**src/rtl/arq_rt_pkg.sv**
```systemverilog
// Package for the retransmit tracker: item types, command and result codes,
// sequencer states and shared helper functions.
// Depends on nothing; the front end, back end and top level import it.
package arq_rt_pkg;

  localparam int SLOTS_DEF  = 16;
  localparam int MAX_OUT    = 16;
  localparam int EMIT_W     = $clog2(MAX_OUT + 1);
  localparam int CMDQ_DEPTH = 2;
  localparam int OUTQ_DEPTH = 4;

  localparam logic [15:0] TIMEOUT_RESET = 16'd4;

  // Command codes on the input channel.
  localparam logic [1:0] CMD_SEND = 2'd0;
  localparam logic [1:0] CMD_ACK  = 2'd1;
  localparam logic [1:0] CMD_SCAN = 2'd2;
  localparam logic [1:0] CMD_NONE = 2'd3;

  // Result kinds.
  localparam logic [2:0] KIND_ACCEPTED = 3'd0;
  localparam logic [2:0] KIND_FULL     = 3'd1;
  localparam logic [2:0] KIND_ACKED    = 3'd2;
  localparam logic [2:0] KIND_IGNORED  = 3'd3;
  localparam logic [2:0] KIND_RETX     = 3'd4;
  localparam logic [2:0] KIND_NONE     = 3'd5;

  typedef struct packed {
    logic [1:0]  cmd;
    logic [31:0] now;
    logic [7:0]  ack_slot;
  } in_item_t;

  typedef struct packed {
    logic [2:0]  kind;
    logic [3:0]  slot;
    logic [31:0] sequence_res;
    logic [31:0] transmissions;
    logic        last;
  } out_item_t;

  typedef enum logic [1:0] {
    OP_SEND = 2'd0,
    OP_ACK  = 2'd1,
    OP_SCAN = 2'd2
  } op_e;

  // Classified command handed from the front end to the back end.
  typedef struct packed {
    op_e         op;
    logic [31:0] now;
    logic        ack_ok;
    logic [7:0]  ack_slot;
  } cmd_t;

  typedef enum logic [1:0] {
    ST_IDLE     = 2'd0,
    ST_ACK_RD   = 2'd1,
    ST_SCAN     = 2'd2,
    ST_SCAN_END = 2'd3
  } back_state_e;

  function automatic logic [31:0] sat_inc(input logic [31:0] val);
    return (val == 32'hFFFF_FFFF) ? val : val + 32'd1;
  endfunction

endpackage

```
**src/rtl/arq_rt_fifo.sv**
```systemverilog
// Small register FIFO used for the command queue and the result queue.
// Depends on nothing.
module arq_rt_fifo #(
  parameter int WIDTH = 8,
  parameter int DEPTH = 2
) (
  input  logic             clk,
  input  logic             rst_n,
  input  logic             push,
  input  logic [WIDTH-1:0] wdata,
  output logic             full,
  input  logic             pop,
  output logic [WIDTH-1:0] rdata,
  output logic             empty
);

  localparam int PW = (DEPTH > 1) ? $clog2(DEPTH) : 1;
  localparam int CW = $clog2(DEPTH + 1);

  logic [WIDTH-1:0] mem_r [DEPTH];
  logic [PW-1:0]    wr_ptr_r, wr_ptr_nxt;
  logic [PW-1:0]    rd_ptr_r, rd_ptr_nxt;
  logic [CW-1:0]    count_r, count_nxt;
  logic             do_push, do_pop;

  assign full    = (count_r == CW'(DEPTH));
  assign empty   = (count_r == '0);
  assign do_push = push && !full;
  assign do_pop  = pop && !empty;
  assign rdata   = mem_r[rd_ptr_r];

  always_comb begin
    wr_ptr_nxt = wr_ptr_r;
    rd_ptr_nxt = rd_ptr_r;
    if (do_push) begin
      wr_ptr_nxt = (wr_ptr_r == PW'(DEPTH - 1)) ? '0 : wr_ptr_r + 1'b1;
    end
    if (do_pop) begin
      rd_ptr_nxt = (rd_ptr_r == PW'(DEPTH - 1)) ? '0 : rd_ptr_r + 1'b1;
    end
    count_nxt = count_r + CW'(do_push) - CW'(do_pop);
  end

  always_ff @(posedge clk) begin
    if (!rst_n) begin
      wr_ptr_r <= '0;
      rd_ptr_r <= '0;
      count_r  <= '0;
    end else begin
      wr_ptr_r <= wr_ptr_nxt;
      rd_ptr_r <= rd_ptr_nxt;
      count_r  <= count_nxt;
    end
  end

  always_ff @(posedge clk) begin
    if (do_push) begin
      mem_r[wr_ptr_r] <= wdata;
    end
  end

endmodule

```
**src/rtl/arq_rt_ram.sv**
```systemverilog
// Generic single-write, single-read RAM with registered read data.
// Depends on nothing.
module arq_rt_ram #(
  parameter int WIDTH = 32,
  parameter int DEPTH = 16,
  parameter int AW    = (DEPTH > 1) ? $clog2(DEPTH) : 1
) (
  input  logic             clk,
  input  logic             we,
  input  logic [AW-1:0]    waddr,
  input  logic [WIDTH-1:0] wdata,
  input  logic [AW-1:0]    raddr,
  output logic [WIDTH-1:0] rdata
);

  logic [WIDTH-1:0] mem_r [DEPTH];
  logic [WIDTH-1:0] rdata_r;

  assign rdata = rdata_r;

  always_ff @(posedge clk) begin
    if (we) begin
      mem_r[waddr] <= wdata;
    end
    rdata_r <= mem_r[raddr];
  end

endmodule

```
**src/rtl/arq_rt_front.sv**
```systemverilog
// Front end: accepts input transactions, decodes the command and checks the
// acknowledged slot range, then queues the result for the back end.
// Depends on arq_rt_pkg and arq_rt_fifo.
module arq_rt_front #(
  parameter int SLOTS = arq_rt_pkg::SLOTS_DEF
) (
  input  logic                clk,
  input  logic                rst_n,
  input  logic                in_push,
  input  arq_rt_pkg::in_item_t in_item,
  output logic                in_full,
  output logic                cmd_valid,
  output arq_rt_pkg::cmd_t    cmd_item,
  input  logic                cmd_pop
);
  import arq_rt_pkg::*;

  cmd_t             dec;
  logic             enq;
  logic             q_empty;
  logic [$bits(cmd_t)-1:0] q_rdata;

  always_comb begin
    dec.now      = in_item.now;
    dec.ack_slot = in_item.ack_slot;
    dec.ack_ok   = ({1'b0, in_item.ack_slot} < 9'(SLOTS));
    dec.op       = OP_SEND;
    enq          = 1'b1;
    unique case (in_item.cmd)
      CMD_SEND: dec.op = OP_SEND;
      CMD_ACK:  dec.op = OP_ACK;
      CMD_SCAN: dec.op = OP_SCAN;
      default: begin
        // An unknown command is taken and dropped; it has no result.
        enq = 1'b0;
      end
    endcase
  end

  arq_rt_fifo #(
    .WIDTH ($bits(cmd_t)),
    .DEPTH (CMDQ_DEPTH)
  ) u_cmdq (
    .clk   (clk),
    .rst_n (rst_n),
    .push  (in_push && enq),
    .wdata (dec),
    .full  (in_full),
    .pop   (cmd_pop),
    .rdata (q_rdata),
    .empty (q_empty)
  );

  assign cmd_valid = !q_empty;
  assign cmd_item  = cmd_t'(q_rdata);

endmodule

```
**src/rtl/arq_rt_back.sv**
```systemverilog
// Back end: slot table, sequence and transmission counters, the sequencer that
// carries out sends, acks and slot-by-slot scans, and the result queue.
// Depends on arq_rt_pkg, arq_rt_ram and arq_rt_fifo.
module arq_rt_back #(
  parameter int SLOTS  = arq_rt_pkg::SLOTS_DEF,
  parameter int SLOT_W = (SLOTS > 1) ? $clog2(SLOTS) : 1
) (
  input  logic                 clk,
  input  logic                 rst_n,
  input  logic                 cfg_valid,
  input  logic [15:0]          cfg_data,
  output logic                 cfg_ready,
  input  logic                 cmd_valid,
  input  arq_rt_pkg::cmd_t     cmd_item,
  output logic                 cmd_pop,
  input  logic                 out_pop,
  output logic                 out_empty,
  output arq_rt_pkg::out_item_t out_item
);
  import arq_rt_pkg::*;

  function automatic logic [3:0] slot_field(input logic [SLOT_W-1:0] idx);
    logic [31:0] wide;
    wide = 32'(idx);
    return wide[3:0];
  endfunction

  back_state_e       state_r, state_nxt;
  logic [SLOTS-1:0]  busy_r, busy_nxt;
  logic [31:0]       next_seq_r, next_seq_nxt;
  logic [31:0]       tx_r, tx_nxt;
  logic [15:0]       timeout_r;
  logic [31:0]       now_r, now_nxt;
  logic [SLOT_W-1:0] idx_r, idx_nxt;
  logic [EMIT_W-1:0] emitted_r, emitted_nxt;
  logic              hold_valid_r, hold_valid_nxt;
  out_item_t         hold_r, hold_nxt;

  logic              free_found;
  logic [SLOT_W-1:0] free_idx;
  logic [SLOT_W-1:0] ack_idx;
  logic              ack_hit;
  logic              idle_go;
  logic              qualify;
  logic              scan_stall;
  logic              idx_last;

  logic              time_we, seq_we;
  logic [SLOT_W-1:0] waddr, raddr;
  logic [31:0]       time_wdata, seq_wdata;
  logic [31:0]       time_rdata, seq_rdata;

  logic              outq_push, outq_full;
  out_item_t         outq_item;
  logic [$bits(out_item_t)-1:0] outq_rdata;

  assign cfg_ready = 1'b1;

  // Lowest free slot.
  always_comb begin
    free_found = 1'b0;
    free_idx   = '0;
    for (int i = SLOTS - 1; i >= 0; i--) begin
      if (!busy_r[i]) begin
        free_found = 1'b1;
        free_idx   = SLOT_W'(i);
      end
    end
  end

  assign ack_idx    = cmd_item.ack_slot[SLOT_W-1:0];
  assign ack_hit    = cmd_item.ack_ok && busy_r[ack_idx];
  assign idle_go    = (state_r == ST_IDLE) && cmd_valid && !outq_full;
  assign idx_last   = (idx_r == SLOT_W'(SLOTS - 1));
  // Age is taken modulo 2^32; the read data belongs to slot idx_r.
  assign qualify    = busy_r[idx_r] && ((now_r - time_rdata) >= {16'b0, timeout_r}) &&
                      (emitted_r < EMIT_W'(MAX_OUT));
  assign scan_stall = qualify && hold_valid_r && outq_full;

  always_comb begin
    state_nxt = state_r;
    unique case (state_r)
      ST_IDLE: begin
        if (idle_go) begin
          unique case (cmd_item.op)
            OP_ACK:  if (ack_hit) state_nxt = ST_ACK_RD;
            OP_SCAN: state_nxt = ST_SCAN;
            default: state_nxt = ST_IDLE;
          endcase
        end
      end
      ST_ACK_RD: begin
        if (!outq_full) state_nxt = ST_IDLE;
      end
      ST_SCAN: begin
        if (!scan_stall && idx_last) state_nxt = ST_SCAN_END;
      end
      ST_SCAN_END: begin
        if (!outq_full) state_nxt = ST_IDLE;
      end
      default: state_nxt = ST_IDLE;
    endcase
  end

  always_comb begin
    cmd_pop        = 1'b0;
    outq_push      = 1'b0;
    outq_item      = '0;
    time_we        = 1'b0;
    seq_we         = 1'b0;
    waddr          = idx_r;
    time_wdata     = now_r;
    seq_wdata      = next_seq_r;
    raddr          = idx_r;
    busy_nxt       = busy_r;
    next_seq_nxt   = next_seq_r;
    tx_nxt         = tx_r;
    now_nxt        = now_r;
    idx_nxt        = idx_r;
    emitted_nxt    = emitted_r;
    hold_valid_nxt = hold_valid_r;
    hold_nxt       = hold_r;
    unique case (state_r)
      ST_IDLE: begin
        if (idle_go) begin
          cmd_pop = 1'b1;
          unique case (cmd_item.op)
            OP_SEND: begin
              outq_push = 1'b1;
              outq_item.last = 1'b1;
              if (free_found) begin
                busy_nxt[free_idx]      = 1'b1;
                time_we                 = 1'b1;
                seq_we                  = 1'b1;
                waddr                   = free_idx;
                time_wdata              = cmd_item.now;
                next_seq_nxt            = next_seq_r + 32'd1;
                tx_nxt                  = sat_inc(tx_r);
                outq_item.kind          = KIND_ACCEPTED;
                outq_item.slot          = slot_field(free_idx);
                outq_item.sequence_res  = next_seq_r;
                outq_item.transmissions = sat_inc(tx_r);
              end else begin
                outq_item.kind          = KIND_FULL;
                outq_item.transmissions = tx_r;
              end
            end
            OP_ACK: begin
              if (ack_hit) begin
                busy_nxt[ack_idx] = 1'b0;
                idx_nxt           = ack_idx;
                raddr             = ack_idx;
              end else begin
                outq_push               = 1'b1;
                outq_item.kind          = KIND_IGNORED;
                outq_item.transmissions = tx_r;
                outq_item.last          = 1'b1;
              end
            end
            OP_SCAN: begin
              now_nxt        = cmd_item.now;
              idx_nxt        = '0;
              raddr          = '0;
              emitted_nxt    = '0;
              hold_valid_nxt = 1'b0;
            end
            default: begin
              cmd_pop = 1'b1;
            end
          endcase
        end
      end
      ST_ACK_RD: begin
        if (!outq_full) begin
          outq_push               = 1'b1;
          outq_item.kind          = KIND_ACKED;
          outq_item.slot          = slot_field(idx_r);
          outq_item.sequence_res  = seq_rdata;
          outq_item.transmissions = tx_r;
          outq_item.last          = 1'b1;
        end
      end
      ST_SCAN: begin
        if (!scan_stall) begin
          if (qualify) begin
            // The previous retransmit is released only once a later one is
            // known, so that the final one can carry the last flag.
            outq_push              = hold_valid_r;
            outq_item              = hold_r;
            time_we                = 1'b1;
            tx_nxt                 = sat_inc(tx_r);
            hold_valid_nxt         = 1'b1;
            hold_nxt.kind          = KIND_RETX;
            hold_nxt.slot          = slot_field(idx_r);
            hold_nxt.sequence_res  = seq_rdata;
            hold_nxt.transmissions = sat_inc(tx_r);
            hold_nxt.last          = 1'b0;
            emitted_nxt            = emitted_r + 1'b1;
          end
          if (!idx_last) begin
            idx_nxt = idx_r + 1'b1;
            raddr   = idx_r + 1'b1;
          end
        end
      end
      ST_SCAN_END: begin
        if (!outq_full) begin
          outq_push = 1'b1;
          if (hold_valid_r) begin
            outq_item      = hold_r;
            outq_item.last = 1'b1;
          end else begin
            outq_item.kind          = KIND_NONE;
            outq_item.transmissions = tx_r;
            outq_item.last          = 1'b1;
          end
          hold_valid_nxt = 1'b0;
        end
      end
      default: begin
        hold_valid_nxt = 1'b0;
      end
    endcase
  end

  always_ff @(posedge clk) begin
    if (!rst_n) begin
      state_r      <= ST_IDLE;
      busy_r       <= '0;
      next_seq_r   <= '0;
      tx_r         <= '0;
      timeout_r    <= TIMEOUT_RESET;
      hold_valid_r <= 1'b0;
      emitted_r    <= '0;
    end else begin
      state_r      <= state_nxt;
      busy_r       <= busy_nxt;
      next_seq_r   <= next_seq_nxt;
      tx_r         <= tx_nxt;
      hold_valid_r <= hold_valid_nxt;
      emitted_r    <= emitted_nxt;
      if (cfg_valid && cfg_ready) begin
        timeout_r <= cfg_data;
      end
    end
  end

  always_ff @(posedge clk) begin
    now_r  <= now_nxt;
    idx_r  <= idx_nxt;
    hold_r <= hold_nxt;
  end

  arq_rt_ram #(
    .WIDTH (32),
    .DEPTH (SLOTS),
    .AW    (SLOT_W)
  ) u_time_ram (
    .clk   (clk),
    .we    (time_we),
    .waddr (waddr),
    .wdata (time_wdata),
    .raddr (raddr),
    .rdata (time_rdata)
  );

  arq_rt_ram #(
    .WIDTH (32),
    .DEPTH (SLOTS),
    .AW    (SLOT_W)
  ) u_seq_ram (
    .clk   (clk),
    .we    (seq_we),
    .waddr (waddr),
    .wdata (seq_wdata),
    .raddr (raddr),
    .rdata (seq_rdata)
  );

  arq_rt_fifo #(
    .WIDTH ($bits(out_item_t)),
    .DEPTH (OUTQ_DEPTH)
  ) u_outq (
    .clk   (clk),
    .rst_n (rst_n),
    .push  (outq_push),
    .wdata (outq_item),
    .full  (outq_full),
    .pop   (out_pop),
    .rdata (outq_rdata),
    .empty (out_empty)
  );

  assign out_item = out_item_t'(outq_rdata);

endmodule

```
**src/rtl/arq_retransmit_tracker_top.sv**
```systemverilog
// Top level of the retransmit tracker: front end, back end and checks.
// Depends on arq_rt_pkg, arq_rt_front and arq_rt_back.
//
// Usage. Commands enter through a queue-style port: a transaction is taken at
// a rising edge with in_push high and in_full low. Each send, ack or scan is
// answered by one or more results, read through out_empty / out_pop; the
// oldest result sits on out_item while out_empty is low. Unknown commands are
// taken and dropped without a result. The retransmit timeout is written on
// the cfg channel (cfg_valid with cfg_ready); the user must write it only
// while no command is open, which the block itself does not enforce. The
// front end queues two decoded commands. An ack that frees a held slot
// first reads the sequence RAM. A scan visits one slot per cycle through
// the time and sequence RAM read ports while a full result queue does not
// stall it, then sends its final result. Results reach out_item through
// the result queue. Reset (synchronous, rst_n low) frees every slot, clears
// both counters and both queues and sets the timeout to 4. When the receiver
// stops popping, the result queue fills, the sequencer waits, the command
// queue fills and in_full rises; nothing is lost.
module arq_retransmit_tracker_top #(
  parameter int SLOTS = arq_rt_pkg::SLOTS_DEF
) (
  input  logic                  clk,
  input  logic                  rst_n,
  input  logic                  in_push,
  input  arq_rt_pkg::in_item_t  in_item,
  output logic                  in_full,
  output logic                  out_empty,
  input  logic                  out_pop,
  output arq_rt_pkg::out_item_t out_item,
  input  logic                  cfg_valid,
  input  logic [15:0]           cfg_data,
  output logic                  cfg_ready
);
  import arq_rt_pkg::*;

  logic cmd_valid;
  logic cmd_pop;
  cmd_t cmd_item;

  arq_rt_front #(
    .SLOTS (SLOTS)
  ) u_front (
    .clk       (clk),
    .rst_n     (rst_n),
    .in_push   (in_push),
    .in_item   (in_item),
    .in_full   (in_full),
    .cmd_valid (cmd_valid),
    .cmd_item  (cmd_item),
    .cmd_pop   (cmd_pop)
  );

  arq_rt_back #(
    .SLOTS (SLOTS)
  ) u_back (
    .clk       (clk),
    .rst_n     (rst_n),
    .cfg_valid (cfg_valid),
    .cfg_data  (cfg_data),
    .cfg_ready (cfg_ready),
    .cmd_valid (cmd_valid),
    .cmd_item  (cmd_item),
    .cmd_pop   (cmd_pop),
    .out_pop   (out_pop),
    .out_empty (out_empty),
    .out_item  (out_item)
  );

  // The back end never takes a command that is not there.
  a_pop_needs_cmd: assert property (@(posedge clk) disable iff (!rst_n)
    cmd_pop |-> cmd_valid)
    else $error("command popped from an empty queue");

  // Only retransmit results can be followed by more results of the same scan.
  a_last_on_single: assert property (@(posedge clk) disable iff (!rst_n)
    (!out_empty && out_item.kind != KIND_RETX) |-> out_item.last)
    else $error("single-result transaction without last flag");

  // Reset empties the result queue.
  a_reset_empty: assert property (@(posedge clk)
    !rst_n |=> out_empty)
    else $error("result queue not empty after reset");

endmodule
```
**config.mk**
```make
export PLATFORM = sky130hd
export DESIGN_NAME = arq_retransmit_tracker_top
export DESIGN_NICKNAME = d
export VERILOG_FILES = /design/src/rtl/arq_rt_pkg.sv /design/src/rtl/arq_rt_fifo.sv /design/src/rtl/arq_rt_ram.sv /design/src/rtl/arq_rt_front.sv /design/src/rtl/arq_rt_back.sv /design/src/rtl/arq_retransmit_tracker_top.sv
export SDC_FILE = /design/constraint.sdc
export NUM_CORES = 2
export LEC_CHECK = 0
export BUFFER_PORTS_ARGS = -buffer_cell sky130_fd_sc_hd__buf_2
export CORE_MARGIN = 2
export CORE_UTILIZATION = 35
export DETAILED_ROUTE_END_ITERATION = 12
export PLACE_DENSITY = 0.51
export SYNTH_ARGS = -nofsm -noshare
export SYNTH_HDL_FRONTEND = slang
export SYNTH_SLANG_ARGS = --single-unit
```
**constraint.sdc**
```tcl
create_clock -name clk -period 9 [get_ports clk]
set_input_delay 1.8 -clock clk [delete_from_list [all_inputs] [get_ports clk]]
set_output_delay 1.8 -clock clk [all_outputs]
set_load 0.01 [all_outputs]
```
==> implementation parameters <==
Parameter                              Value

Run status
  Outcome ... finished clean

Route
  Detailed-route vias per instance ... 5.20
  Number of violations reported at the end of detailed-routing iteration 0 ... 3337
  DR WL/cell ... around 23 um
  Number of design rule violations left after detail routing ... 0
  Via count ... ~38000
  Number of iterations in the first detailed-routing pass ... 9
  Residual antenna-violating net count after detailed routing ... 0
  Overall routed net length ... ~170000 um

Synthesis
  Post-synthesis async set-or-reset flop share ... 0%
  Number of distinct library cell variants in the gate-level netlist after synthesis ... 84
  Average size of a mapped cell ... roughly 15 um2
  Flip-flop cell with the highest count after synthesis ... sky130_fd_sc_hd__edfxtp_1
  Synthesized instance count ... ~4500
  Flip-flop and latch count after synthesis ... between 1500 and 2000
  Total nets after synthesis ... between 4000 and 5000
  Count of flip-flops with a built-in enable after synthesis ... around 1500
  Netlist Area Pre-Place ... roughly 0.068 mm2
  Proportion of synthesized chip area in sequential cells ... 70.9%
  Number of warnings printed during yosys synthesis ... 0

STA
  Relative slew margins ... between 10% and 20%
  Minimum period implied by the final worst setup slack ... 6.94 ns
  Least-Margin Pin Slew ... about 1.3 ns
  Setup violation total in the final timing report ... 0
  Unrepaired setup endpoints after global routing ... no
  Final cycle utilization of the critical path ... 77.2%
  Peak Freq ... 144 MHz
  Endpoints failing hold ... 0
  Worst setup skew after layout ... 0.0408 ns
  Final Max Slew Viols ... 0
  Setup Total Neg Slack ... 0 ns

Power and ir drop
  Fraction of power consumed by the clock network ... between 20% and 30%
  Internal power summed over all cells ... between 15 and 20 mW
  Power spent charging and discharging nets ... just under 9 mW
  Relative contribution of combinational cells to total power ... about a third
  Max IR drop VDD ... a little under 500 uV
  Pleak ... 26.9 nW
  Sequential group share of total power ... between 30% and 40%
  Overall power ... between 20 and 30 mW
  PD cells ... approximately 330 mW/mm2
  Share of total power consumed by net switching ... around a third

Hold path
  Cell count of the worst hold path ... 0
  Hold crit path type ... register to register

Global route
  Grt ovf ... 0
  Wire length of the first global-routing pass ... between 200000 and 300000 um
  Initial antenna violation count ... 2
  Pin count of the biggest net entering global routing ... between 100 and 150
  Vias in the first global route ... 38200
  GRT Overall Usage ... between 10% and 20%

Worst setup path
  Ordered list of cells on the worst path ... ha_1, nand2_1, a211o_1, a31oi_1, nor2_1, xnor2_1, ha_1, a21oi_1, o211ai_1, o31a_1, a311oi_1, o2111ai_1, nor4_4, a31oi_4, a21oi_2, o221a_4, buf_12, mux2i_1, mux2_2, o22ai_1, a311o_1
  Data required time of the worst path ... about 9.7 ns
  Arrival time of data at the critical path endpoint ... ~7.6 ns
  CP startpoint kind ... register
  Nature of the critical path endpoint ... register
  Max stage delay cell, worst path ... sky130_fd_sc_hd__o221a_4
  Critical path buffer and inverter count ... 1
  Most used cell, CP ... sky130_fd_sc_hd__ha_1
  Worst Path Max Fanout ... 138
  Stages on worst setup path ... 21
  Category of cells accounting for the largest share of critical-path delay ... compound AO/OA/AOI/OAI gates
  Delay of the slowest cell on the worst path ... roughly 0.66 ns
  Category of the most critical setup path ... register to register
  Worst-case reg-to-reg path depth ... 21

Clock network
  CTS sink count ... between 1500 and 2000
  Number of CTS-inserted buffers ... about 180
  Level count of the clock H-tree ... 4
  Number of resized instances in the post-cts repair step ... 0
  Clock Pin Slew Worst Setup and Hold Paths ... roughly 0.060 ns
  Clock Path Buffers ... 3
  Clock root cell ... sky130_fd_sc_hd__clkbuf_16
  Cts hold-fix bufs ... 0
  CTS tree ... built
  Latest clock arrival within the worst-skew pair ... 0.81 ns
  Post CTS Setup Buffer Count ... 0

Finish
  Final #Nets ... a little under 5000
  Number of filler instances in the final layout ... roughly 18000
  Leading cell type in the layout, fill and taps excluded ... sky130_fd_sc_hd__edfxtp_1
  Share of cells above drive strength 1 ... between 10% and 20%
  Commonest cells after routing, fill and taps aside ... sky130_fd_sc_hd__edfxtp_1, sky130_fd_sc_hd__nand2_1, sky130_fd_sc_hd__mux2i_1, sky130_fd_sc_hd__a21oi_1, sky130_fd_sc_hd__dfxtp_1
  Synthesis-to-finish area growth ... 13.7%

Floorplan
  FP Rows ... ~160
  Die width ... ~450 um
  Initial standard-cell utilization of the core ... 35.1%
  Ports ... roughly 140
  Area of the die ... 0.199 mm2
  Die span in y ... 446 um
  Core area ... a little under 0.2 mm2

Placed design
  DP Wirelength ... ~95000 um
  Port-buffer cells ... roughly 140
  Final weighted congestion of routability-driven global placement ... 0.838

Job
  Total of max-cap violations ... 0
## sequential cells by signal, summed over array words and instances, names as in the netlist, 3 cells and up, named ones only
signal                   flops
u_back.u_outq.mem_r        288
u_back.now_r                32
u_back.emitted_r             5
u_back.timeout_r            16
u_back.u_seq_ram.rdata      32
u_back.u_outq.count_r        3
u_back.u_time_ram.rdata     32
u_back.next_seq_r           32
u_back.busy_r               16
u_back.hold_r               68
u_back.idx_r                 4
u_back.tx_r                 32
u_back.u_time_ram.mem_r    512
u_back.u_seq_ram.mem_r     512
u_front.u_cmdq.mem_r        78
## power groups by stage
stage                     clock (mW)  sequential (mW)  combinational (mW)
final                           7.08             9.63                8.96
after global routing            7.56             9.69                9.77
after CTS                       7.27             9.64                9.06
after detailed placement           0             9.80                9.02
after global placement             0             9.79                8.99
after floorplan                    0             9.64                6.58
## cells by family (layout without fill, tap and decap cells)
| kind of cell | after synthesis | after routing | share of synthesized area [%] |
|---|---|---|---|
| multiplexers | 594 | 594 | 10.5 |
| AND/OR/NAND/NOR | 1036 | 1036 | 6.48 |
| adder cells (fa/ha/maj) | 65 | 65 | 1.21 |
| AO/OA/AOI/OAI | 674 | 674 | 6.91 |
| other | 1 | 2 | 0.00549 |
| XOR/XNOR | 111 | 111 | 1.42 |
| buffers and inverters | 384 | 679 | 2.57 |
| flip-flops | 1676 | 1676 | 70.9 |
## cell usage after synthesis (67+ instances only)
cell type	number	area (um2)
sky130_fd_sc_hd__buf_2	67	335
sky130_fd_sc_hd__clkbuf_1	118	443
sky130_fd_sc_hd__a21oi_1	225	1130
sky130_fd_sc_hd__mux2i_1	346	3460
sky130_fd_sc_hd__o21ai_0	73	365
sky130_fd_sc_hd__dfxtp_1	186	3720
sky130_fd_sc_hd__nand2_1	572	2150
sky130_fd_sc_hd__o22ai_1	67	419
sky130_fd_sc_hd__inv_1	127	477
sky130_fd_sc_hd__nor2_1	205	769
sky130_fd_sc_hd__edfxtp_1	1490	44700
sky130_fd_sc_hd__mux2_2	151	1700
sky130_fd_sc_hd__mux4_2	80	1800
sky130_fd_sc_hd__nand3_1	97	485
## worst reg2reg max path, stage by stage, from the launching register on
cell and delay [ns]:
sky130_fd_sc_hd__edfxtp_1 0.42, sky130_fd_sc_hd__ha_1 0.49, sky130_fd_sc_hd__nand2_1 0.22, sky130_fd_sc_hd__a211o_1 0.27, sky130_fd_sc_hd__a31oi_1 0.39, sky130_fd_sc_hd__nor2_1 0.15, sky130_fd_sc_hd__xnor2_1 0.22, sky130_fd_sc_hd__ha_1 0.27
sky130_fd_sc_hd__a21oi_1 0.18, sky130_fd_sc_hd__o211ai_1 0.11, sky130_fd_sc_hd__o31a_1 0.28, sky130_fd_sc_hd__a311oi_1 0.28, sky130_fd_sc_hd__o2111ai_1 0.21, sky130_fd_sc_hd__nor4_4 0.40, sky130_fd_sc_hd__a31oi_4 0.22, sky130_fd_sc_hd__a21oi_2 0.21
sky130_fd_sc_hd__o221a_4 0.66, sky130_fd_sc_hd__buf_12 0.58, sky130_fd_sc_hd__mux2i_1 0.67, sky130_fd_sc_hd__mux2_2 0.19, sky130_fd_sc_hd__o22ai_1 0.07, sky130_fd_sc_hd__a311o_1 0.35
## final cells by class
cell class              count  area [um2]  area share [%]
flip-flops and latches   1676       48500            62.4
multi-input cells        2481       18500            23.8
repair buffers            217        1400            1.80
well taps                2542        3180            4.09
clock buffers             253        4850            6.24
clock inverters            80         811            1.04
inverters                 129         493           0.635
diodes                      1        2.50         0.00322
## worst paths after layout
kind | from | endpoint | slack (ns)
max | u_back.now_r[9] | u_back.u_seq_ram.rdata[24] | 2.06
min reg2reg | u_back.u_seq_ram.rdata[24] | u_back.hold_r[57] | 0.44
max reg2reg | u_back.now_r[9] | u_back.u_seq_ram.rdata[24] | 2.06
min | u_back.u_seq_ram.rdata[24] | u_back.hold_r[57] | 0.44
## stage by stage
stage               utilization, %  hold slack, ns  setup slack [ns]  cell area, um2  instances
floorplan                        -           0.406              1.84           68400       4541
global placement              37.0           0.420              2.20           72000       7045
detailed placement            37.0           0.418              2.21           72000       7045
CTS                           39.9           0.435              2.15           77700       7378
global route                  39.9           0.446              1.68           77700       7378
finish                        39.9           0.436              2.06           77700       7379
## routing by layer
layer	up-vias	global-route usage [%]	wire length [um]
li1	17700	-	-
met3	225	2.38	7780
met5	-	0	0
met2	1000	29.0	84800
met4	0	4.62	3650
met1	19500	22.8	75600
Note: power is estimated with default switching activity, not from simulation.
